### config.mk
export PLATFORM = sky130hd
export DESIGN_NAME = index_map_inverter
export DESIGN_NICKNAME = d
export VERILOG_FILES = /design/src/hdl/imi_pkg.sv /design/src/hdl/imi_table.sv /design/src/hdl/index_map_inverter.sv
export SDC_FILE = /design/constraint.sdc
export NUM_CORES = 1
export LEC_CHECK = 0
export ABC_AREA = 1
export BUFFER_PORTS_ARGS = -buffer_cell sky130_fd_sc_hd__buf_2
export CORE_MARGIN = 3
export CORE_UTILIZATION = 63
export DETAILED_ROUTE_END_ITERATION = 10
export PLACE_DENSITY = 0.87
export SLEW_MARGIN = 20
export SYNTH_ARGS = -nofsm -noshare
export SYNTH_HDL_FRONTEND = slang
export SYNTH_HIERARCHICAL = 1
export SYNTH_SLANG_ARGS = --single-unit
### constraint.sdc
create_clock -name clk_i -period 4.2 [get_ports clk_i]
set_input_delay 0.84 -clock clk_i [delete_from_list [all_inputs] [get_ports clk_i]]
set_output_delay 0.84 -clock clk_i [all_outputs]
set_load 0.1 [all_outputs]
### src/hdl/imi_pkg.sv
// ----------------------------------------------------------------------------
// imi_pkg
// Shared types and constants of the index map inverter.
// ----------------------------------------------------------------------------
`default_nettype none

package imi_pkg;

  // Default bound on map size (input and output positions)
  localparam int unsigned MAX_SIZE_DEF = 64;

  // Size registers and counters
  localparam int unsigned SIZE_W = 7;
  localparam int unsigned CFG_IDX_W = 1;

  // Payload widths
  localparam int unsigned CMD_W = 2;
  localparam int unsigned ENTRY_W = 16;
  localparam int unsigned QIDX_W = 6;
  localparam int unsigned STATUS_W = 3;
  localparam int unsigned KIND_W = 2;
  localparam int unsigned VALUE_W = 6;

  localparam int unsigned S_TDATA_W = 24;
  localparam int unsigned M_TDATA_W = 16;

  // Number of table indices a query can reach (query_index is 6 bits)
  localparam int unsigned QUERY_SPAN = 64;
  // Exclusive bound on entries a load can carry past the size check (input_size <= 127)
  localparam int unsigned ENTRY_SPAN = 128;

  typedef enum logic [CMD_W-1:0] {
    CMD_START = 2'd0,
    CMD_LOAD  = 2'd1,
    CMD_QUERY = 2'd2,
    CMD_IDLE  = 2'd3
  } cmd_e;

  typedef enum logic [STATUS_W-1:0] {
    ST_OK         = 3'd0,
    ST_RANGE      = 3'd1,
    ST_TOO_MANY   = 3'd2,
    ST_INCOMPLETE = 3'd3,
    ST_NO_INVERSE = 3'd4
  } status_e;

  typedef enum logic [KIND_W-1:0] {
    KIND_NONE   = 2'd0,
    KIND_TRUE   = 2'd1,
    KIND_PSEUDO = 2'd2
  } kind_e;

  typedef enum logic [1:0] {
    ERR_NONE     = 2'd0,
    ERR_RANGE    = 2'd1,
    ERR_TOO_MANY = 2'd2
  } err_e;

  typedef enum logic [CFG_IDX_W-1:0] {
    CFG_INPUT_SIZE  = 1'b0,
    CFG_OUTPUT_SIZE = 1'b1
  } cfg_idx_e;

endpackage

`default_nettype wire

### src/hdl/imi_table.sv
// ----------------------------------------------------------------------------
// imi_table
// Inverse table: one write port, one read port, registered read data.
// ----------------------------------------------------------------------------
`default_nettype none

module imi_table #(
  parameter int unsigned DEPTH = 64,
  parameter int unsigned AW    = 6,
  parameter int unsigned DW    = 6
) (
  input  wire logic          clk_i,
  input  wire logic          we_i,
  input  wire logic [AW-1:0] waddr_i,
  input  wire logic [DW-1:0] wdata_i,
  input  wire logic          re_i,
  input  wire logic [AW-1:0] raddr_i,
  output logic      [DW-1:0] rdata_o
);

  logic [DW-1:0] mem [DEPTH];
  logic [DW-1:0] rdata_q;

  always_ff @(posedge clk_i) begin
    if (we_i) begin
      mem[waddr_i] <= wdata_i;
    end
  end

  // read data holds until the next read
  always_ff @(posedge clk_i) begin
    if (re_i) begin
      rdata_q <= mem[raddr_i];
    end
  end

  assign rdata_o = rdata_q;

endmodule

`default_nettype wire

### src/hdl/index_map_inverter.sv
// ----------------------------------------------------------------------------
// index_map_inverter
// Builds the inverse of a forward index map one entry at a time and answers
// inverse queries.
// ----------------------------------------------------------------------------
// Usage:
//   Set input_size (index 0) and output_size (index 1) on the config port
//   while the block is idle. Then stream commands on the s_axis side:
//   start (clears coverage, counts, error), load (next map entry), query
//   (inverse of query_index), idle. Every accepted command yields exactly
//   one result transfer on the m_axis side.
// Timing / throughput:
//   A result is valid in the cycle after its command transfer; one command
//   per cycle unless the result side stalls. The inverse table is a single
//   synchronous RAM: a load writes it in the cycle it is accepted, a query
//   reads it then, and the registered read data is in the result word next cycle.
// Backpressure:
//   A single result register decouples the sides. s_axis_tready is high when
//   that register is empty or being drained this cycle, so a stalled
//   receiver holds the result and the block stops taking commands.
// Reset:
//   Coverage bits, counts, error and sizes clear at once; the table RAM is
//   not cleared (it is only read once every input index has been written).
// ----------------------------------------------------------------------------
`default_nettype none

module index_map_inverter #(
  parameter int unsigned MAX_SIZE = imi_pkg::MAX_SIZE_DEF
) (
  input  wire logic                           clk_i,
  input  wire logic                           rst_ni,
  // config write port
  input  wire logic                           cfg_we_i,
  input  wire logic [imi_pkg::CFG_IDX_W-1:0]  cfg_idx_i,
  input  wire logic [imi_pkg::SIZE_W-1:0]     cfg_data_i,
  // command stream
  input  wire logic                           s_axis_tvalid,
  output logic                                s_axis_tready,
  // tdata: cmd[1:0], entry_value[17:2], query_index[23:18]
  input  wire logic [imi_pkg::S_TDATA_W-1:0]  s_axis_tdata,
  // result stream
  output logic                                m_axis_tvalid,
  input  wire logic                           m_axis_tready,
  // tdata: status[2:0], inverse_kind[4:3], inverse_value[10:5], zero[15:11]
  output logic      [imi_pkg::M_TDATA_W-1:0]  m_axis_tdata
);

  // Table only needs the indices a query can reach; coverage needs every
  // index a load can pass the size check with.
  localparam int unsigned TBL_DEPTH =
    (MAX_SIZE < imi_pkg::QUERY_SPAN) ? MAX_SIZE : imi_pkg::QUERY_SPAN;
  localparam int unsigned COV_DEPTH =
    (MAX_SIZE < imi_pkg::ENTRY_SPAN) ? MAX_SIZE : imi_pkg::ENTRY_SPAN;
  localparam int unsigned TBL_AW = $clog2(TBL_DEPTH);
  localparam int unsigned COV_AW = $clog2(COV_DEPTH);
  localparam int unsigned SW     = imi_pkg::SIZE_W;

  // ---- command fields ----
  imi_pkg::cmd_e                cmd;
  logic [imi_pkg::ENTRY_W-1:0]  entry;
  logic [imi_pkg::QIDX_W-1:0]   qidx;

  assign cmd   = imi_pkg::cmd_e'(s_axis_tdata[1:0]);
  assign entry = s_axis_tdata[17:2];
  assign qidx  = s_axis_tdata[23:18];

  // ---- state ----
  logic [SW-1:0]        in_size_q, out_size_q;
  logic [COV_DEPTH-1:0] cov_q, cov_d;
  logic [SW-1:0]        cov_cnt_q, cov_cnt_d;
  logic [SW-1:0]        ld_cnt_q, ld_cnt_d;
  imi_pkg::err_e        err_q, err_d;

  // result register
  logic                 out_vld_q, out_vld_d;
  imi_pkg::status_e     status_q, status_d;
  imi_pkg::kind_e       kind_q, kind_d;
  logic                 rd_sel_q, rd_sel_d;

  logic                 in_fire;
  logic                 too_many, entry_bad, q_bad, complete;
  imi_pkg::kind_e       map_kind;
  logic                 tbl_we, tbl_re;
  logic [imi_pkg::VALUE_W-1:0] tbl_rdata;

  assign s_axis_tready = !out_vld_q || m_axis_tready;
  assign in_fire       = s_axis_tvalid && s_axis_tready;

  // ---- checks against current state ----
  assign too_many  = (32'(ld_cnt_q) >= 32'(out_size_q)) || (32'(ld_cnt_q) >= MAX_SIZE);
  assign entry_bad = (32'(entry) >= 32'(in_size_q)) || (32'(entry) >= MAX_SIZE);
  assign q_bad     = (32'(qidx) >= 32'(in_size_q)) || (32'(qidx) >= MAX_SIZE);
  assign complete  = (ld_cnt_q == out_size_q);

  always_comb begin
    if (!complete || (cov_cnt_q != in_size_q)) begin
      map_kind = imi_pkg::KIND_NONE;
    end else if (in_size_q == out_size_q) begin
      map_kind = imi_pkg::KIND_TRUE;
    end else begin
      map_kind = imi_pkg::KIND_PSEUDO;
    end
  end

  // ---- config ----
  always_ff @(posedge clk_i or negedge rst_ni) begin
    if (!rst_ni) begin
      in_size_q  <= '0;
      out_size_q <= '0;
    end else if (cfg_we_i) begin
      case (imi_pkg::cfg_idx_e'(cfg_idx_i))
        imi_pkg::CFG_INPUT_SIZE:  in_size_q  <= cfg_data_i;
        imi_pkg::CFG_OUTPUT_SIZE: out_size_q <= cfg_data_i;
        default: ;
      endcase
    end
  end

  // ---- command processing ----
  always_comb begin
    cov_d     = cov_q;
    cov_cnt_d = cov_cnt_q;
    ld_cnt_d  = ld_cnt_q;
    err_d     = err_q;
    status_d  = imi_pkg::ST_OK;
    kind_d    = imi_pkg::KIND_NONE;
    rd_sel_d  = 1'b0;
    tbl_we    = 1'b0;
    tbl_re    = 1'b0;
    case (cmd)
      imi_pkg::CMD_START: begin
        cov_d     = '0;
        cov_cnt_d = '0;
        ld_cnt_d  = '0;
        err_d     = imi_pkg::ERR_NONE;
      end
      imi_pkg::CMD_LOAD: begin
        if (too_many) begin
          err_d    = imi_pkg::ERR_TOO_MANY;
          status_d = imi_pkg::ST_TOO_MANY;
        end else if (entry_bad) begin
          err_d    = imi_pkg::ERR_RANGE;
          ld_cnt_d = ld_cnt_q + 1'b1;
          status_d = imi_pkg::ST_RANGE;
        end else begin
          // entry is below COV_DEPTH here
          if (!cov_q[entry[COV_AW-1:0]]) begin
            cov_d[entry[COV_AW-1:0]] = 1'b1;
            cov_cnt_d = cov_cnt_q + 1'b1;
          end
          ld_cnt_d = ld_cnt_q + 1'b1;
          tbl_we   = in_fire && (32'(entry) < TBL_DEPTH);
        end
      end
      imi_pkg::CMD_QUERY: begin
        case (err_q)
          imi_pkg::ERR_RANGE:    status_d = imi_pkg::ST_RANGE;
          imi_pkg::ERR_TOO_MANY: status_d = imi_pkg::ST_TOO_MANY;
          default: begin
            if (!complete) begin
              status_d = imi_pkg::ST_INCOMPLETE;
            end else if (map_kind == imi_pkg::KIND_NONE) begin
              status_d = imi_pkg::ST_NO_INVERSE;
            end else if (q_bad) begin
              status_d = imi_pkg::ST_RANGE;
            end else begin
              kind_d   = map_kind;
              rd_sel_d = 1'b1;
              tbl_re   = in_fire;
            end
          end
        endcase
      end
      default: ;
    endcase
  end

  // result register handshake
  always_comb begin
    out_vld_d = out_vld_q;
    if (in_fire) begin
      out_vld_d = 1'b1;
    end else if (m_axis_tready) begin
      out_vld_d = 1'b0;
    end
  end

  always_ff @(posedge clk_i or negedge rst_ni) begin
    if (!rst_ni) begin
      cov_q     <= '0;
      cov_cnt_q <= '0;
      ld_cnt_q  <= '0;
      err_q     <= imi_pkg::ERR_NONE;
      out_vld_q <= 1'b0;
      rd_sel_q  <= 1'b0;
    end else begin
      out_vld_q <= out_vld_d;
      if (in_fire) begin
        cov_q     <= cov_d;
        cov_cnt_q <= cov_cnt_d;
        ld_cnt_q  <= ld_cnt_d;
        err_q     <= err_d;
        rd_sel_q  <= rd_sel_d;
      end
    end
  end

  always_ff @(posedge clk_i) begin
    if (in_fire) begin
      status_q <= status_d;
      kind_q   <= kind_d;
    end
  end

  // ---- inverse table ----
  imi_table #(
    .DEPTH (TBL_DEPTH),
    .AW    (TBL_AW),
    .DW    (imi_pkg::VALUE_W)
  ) u_table (
    .clk_i   (clk_i),
    .we_i    (tbl_we),
    .waddr_i (entry[TBL_AW-1:0]),
    .wdata_i (ld_cnt_q[imi_pkg::VALUE_W-1:0]),
    .re_i    (tbl_re),
    .raddr_i (qidx[TBL_AW-1:0]),
    .rdata_o (tbl_rdata)
  );

  // ---- result word ----
  assign m_axis_tvalid = out_vld_q;
  assign m_axis_tdata  = {
    5'b0,
    (rd_sel_q ? tbl_rdata : {imi_pkg::VALUE_W{1'b0}}),
    kind_q,
    status_q
  };

endmodule

`default_nettype wire

==> results.json <==
{
  "fillers": 2333,
  "critical_path.max_stage_delay_ns": 0.55,
  "p_int_mw": 8.25,
  "die_h_um": 196,
  "fin_util_pct": 70.7,
  "synthCells": 2346,
  "cts_resized": 0,
  "worst_clock_skew_ns": 0.0131,
  "num_vias": 17600,
  "routedWlPerCell_um": 19.8,
  "post-route-min-period_ns": 3.70,
  "clk_pin_slew_ns": 0.06,
  "cts_made_buffers": 47,
  "drive_gt1_share_pct": 7.87,
  "slowest_stage": "nor2_1",
  "power_density_nw_per_um2": 444,
  "cts.htree.levels": 2,
  "period_share_pct": 88.2,
  "drt-total-wl_um": 56600,
  "cts_hold_buf": 0,
  "drv_cap": 0,
  "setup_viol": 0,
  "pre_cts_ws_ns": 0.391,
  "ir_drop_mv": 0.427,
  "grt_pass1_vias": 17200,
  "die_w_um": 196,
  "power_mw": 11.0,
  "crit_top_cell": "nor2_1",
  "placed_cell_area_um2": 23200,
  "multi_input_area_um2": 7220,
  "drt_iter0_drc": 2204,
  "dpl.cell_count": 2773,
  "arrival_ns": 3.89,
  "final_antenna_net_count": 0,
  "fin_cells": 2858,
  "path_max_fanout": 9,
  "min_path_type": "input port to asynchronous set/reset pin",
  "yosysSeqAreaShare_pct": 62.9,
  "dr.pass1.iters": 7,
  "clk_latency_ns": 0.55,
  "vias_per_cell": 6.15,
  "max_freq_mhz": 270,
  "grt_max_degree": 193,
  "required_ns": 4.38,
  "grt_pass1_wl_um": 89100,
  "power_frac_clock_pct": 37.9,
  "hold_ws_ns": 0.304,
  "hold_violations": 0,
  "netlist_area_um2": 22700,
  "drcViolationCount": 0,
  "cts_root_buf": "clkbuf_16",
  "ys_ff_latch": 491,
  "fin_nets": 2431,
  "swShare_pct": 25.0,
  "endpoint_kind": "flop",
  "slew_violations": 0,
  "ios": 55,
  "start_util_pct": 64.8,
  "cts_tree": "built",
  "synth_warnings": 6,
  "worst_slew_pin_slew_ns": 1.08,
  "switchingPower_mw": 2.74,
  "rsz0062_at_grt": "no",
  "dieArea_um2": 38300,
  "antenna_found_initial": 0,
  "worstSetupStartpointType": "flop",
  "regArea_um2": 14300,
  "row_count": 68,
  "clkSinkCount": 491,
  "core-area_um2": 35000,
  "clockBufferDepth": 3,
  "synth.distinct_cells": 33,
  "fin_area_um2": 24700,
  "dp.final_hpwl_um": 34400,
  "post-cts-setup-buffer-count": 0,
  "share_seq_of_total_power_pct": 51.0,
  "finalSetupTns_ns": 0,
  "gp_congestion": 0.886,
  "cp_top_family": "simple AND/OR/NAND/NOR gates",
  "cp.buffers_inverters": 2,
  "area_growth_pct": 9.14,
  "finalWorstSetupSlack_ns": 0.496,
  "criticalPathCategory": "flop to flop",
  "p_comb_share_pct": 11.1,
  "outcome": "complete, no violations",
  "crit_path_cell_trace": "inv_1, ha_1, a21oi_1, nor2_1, nor2_1, nand3_1, nor2_1, nand2_1, nor2_1, nand4_1, buf_4, nor2_1",
  "grt_util_all_layers_pct": 29.2,
  "grt-ovfl-total": 0,
  "io_buffers": 49,
  "leakage_nw": 10.2,
  "maxSlewHeadroom_pct": 27.9,
  "syn_area_per_cell_um2": 9.66
}
[layer usage]
layer / part of all wire, % / global-route usage (%) / wire, um
met1: 36 / 37.6 / 20600
met2: 48 / 47.9 / 27000
met3: 11 / 6.23 / 6240
met4: 4.7 / 13.8 / 2680
met5: 0 / 0 / 0
[kinds of logic (layout without fill, tap and decap cells)]
group                      count (synthesis)  after routing  share of synthesized area, %
and+or+nand+nor                         1429           1429                          26.8
DFF                                      491            491                          62.9
buffers and inverters                    259            311                          5.29
AOI/OAI and AO/OA                        123            123                          2.87
adders and majority gates                 27             27                          1.49
xor gates and xnor gates                  16             16                         0.618
other                                      1              6                        0.0165
[cell usage after synthesis (all sizes together)]
| cell type | number | area [um^2] |
|---|---|---|
| nor4 | 8 | 50.1 |
| edfxtp | 395 | 11900 |
| dfrtp | 96 | 2400 |
| o31ai | 1 | 7.51 |
| nand3 | 436 | 2180 |
| clkbuf | 27 | 101 |
| conb | 1 | 3.75 |
| nor3 | 12 | 100 |
| nand4 | 19 | 134 |
| nor3b | 2 | 15.0 |
| a32o | 1 | 10.0 |
| nor2 | 112 | 423 |
| inv | 128 | 480 |
| or2 | 2 | 12.5 |
| ha | 27 | 338 |
| nand2 | 838 | 3150 |
| o22ai | 1 | 6.26 |
| o21bai | 1 | 7.51 |
| o211ai | 9 | 67.6 |
| xor2 | 5 | 43.8 |
| o21ai | 29 | 145 |
| xnor2 | 11 | 96.3 |
| a21oi | 81 | 405 |
| buf | 104 | 618 |
[power by group through the flow]
stage                     logic, mW  registers (mW)  clock network [mW]
after global routing           1.33            5.61                4.40
after CTS                      1.20            5.60                4.20
after global placement         1.15            5.70                   0
after detailed placement       1.19            5.70                   0
final                          1.21            5.61                4.17
after floorplan               0.604            5.85                   0
[placed cells by master, fill, tap and decap left out, types with 47 or more instances in the layout]
master / count
a21oi_1: 81
inv_1: 124
nand2_1: 836
buf_2: 47
clkbuf_16: 50
buf_4: 48
edfxtp_1: 395
nor2_1: 111
dfrtp_1: 90
nand3_1: 436
[area by class of cell]
type                       count  area share, %
antenna                        1         0.0101
clock buffer                  68           5.48
clock inverter                16          0.642
inverter                     128           1.95
multi-input combinational   1600           29.2
sequential                   491           57.7
tap                          455           2.30
timing repair buffer          99           2.73
[path summary, 6_finish.rpt]
| path | from | end | slack, ns | cells past startpoint |
|---|---|---|---|---|
| max | out_size_q[4] | u_table/mem[19][0] | 0.50 | 12 |
| max reg2reg | out_size_q[4] | u_table/mem[19][0] | 0.50 | 12 |
| max in group asynchronous | rst_ni | cov_q[59] | 3.08 | 2 |
| min | rst_ni | out_size_q[6] | 0.30 | 1 |
| min reg2reg | cov_q[52] | cov_q[52] | 0.51 | 2 |
| min in group clk_i | cov_q[52] | cov_q[52] | 0.51 | 2 |
[registers in the layout, indices dropped and copies added (netlist names)]
register and cells:
kind_q 2, status_q 3, err_q 2, ld_cnt_q 7, cov_q 64, cov_cnt_q 7
out_size_q 7, u_table/mem 384, in_size_q 7, u_table/rdata_o 6, m_axis_tvalid 1, rd_sel_q 1
Power figures use the tool's default switching activity.
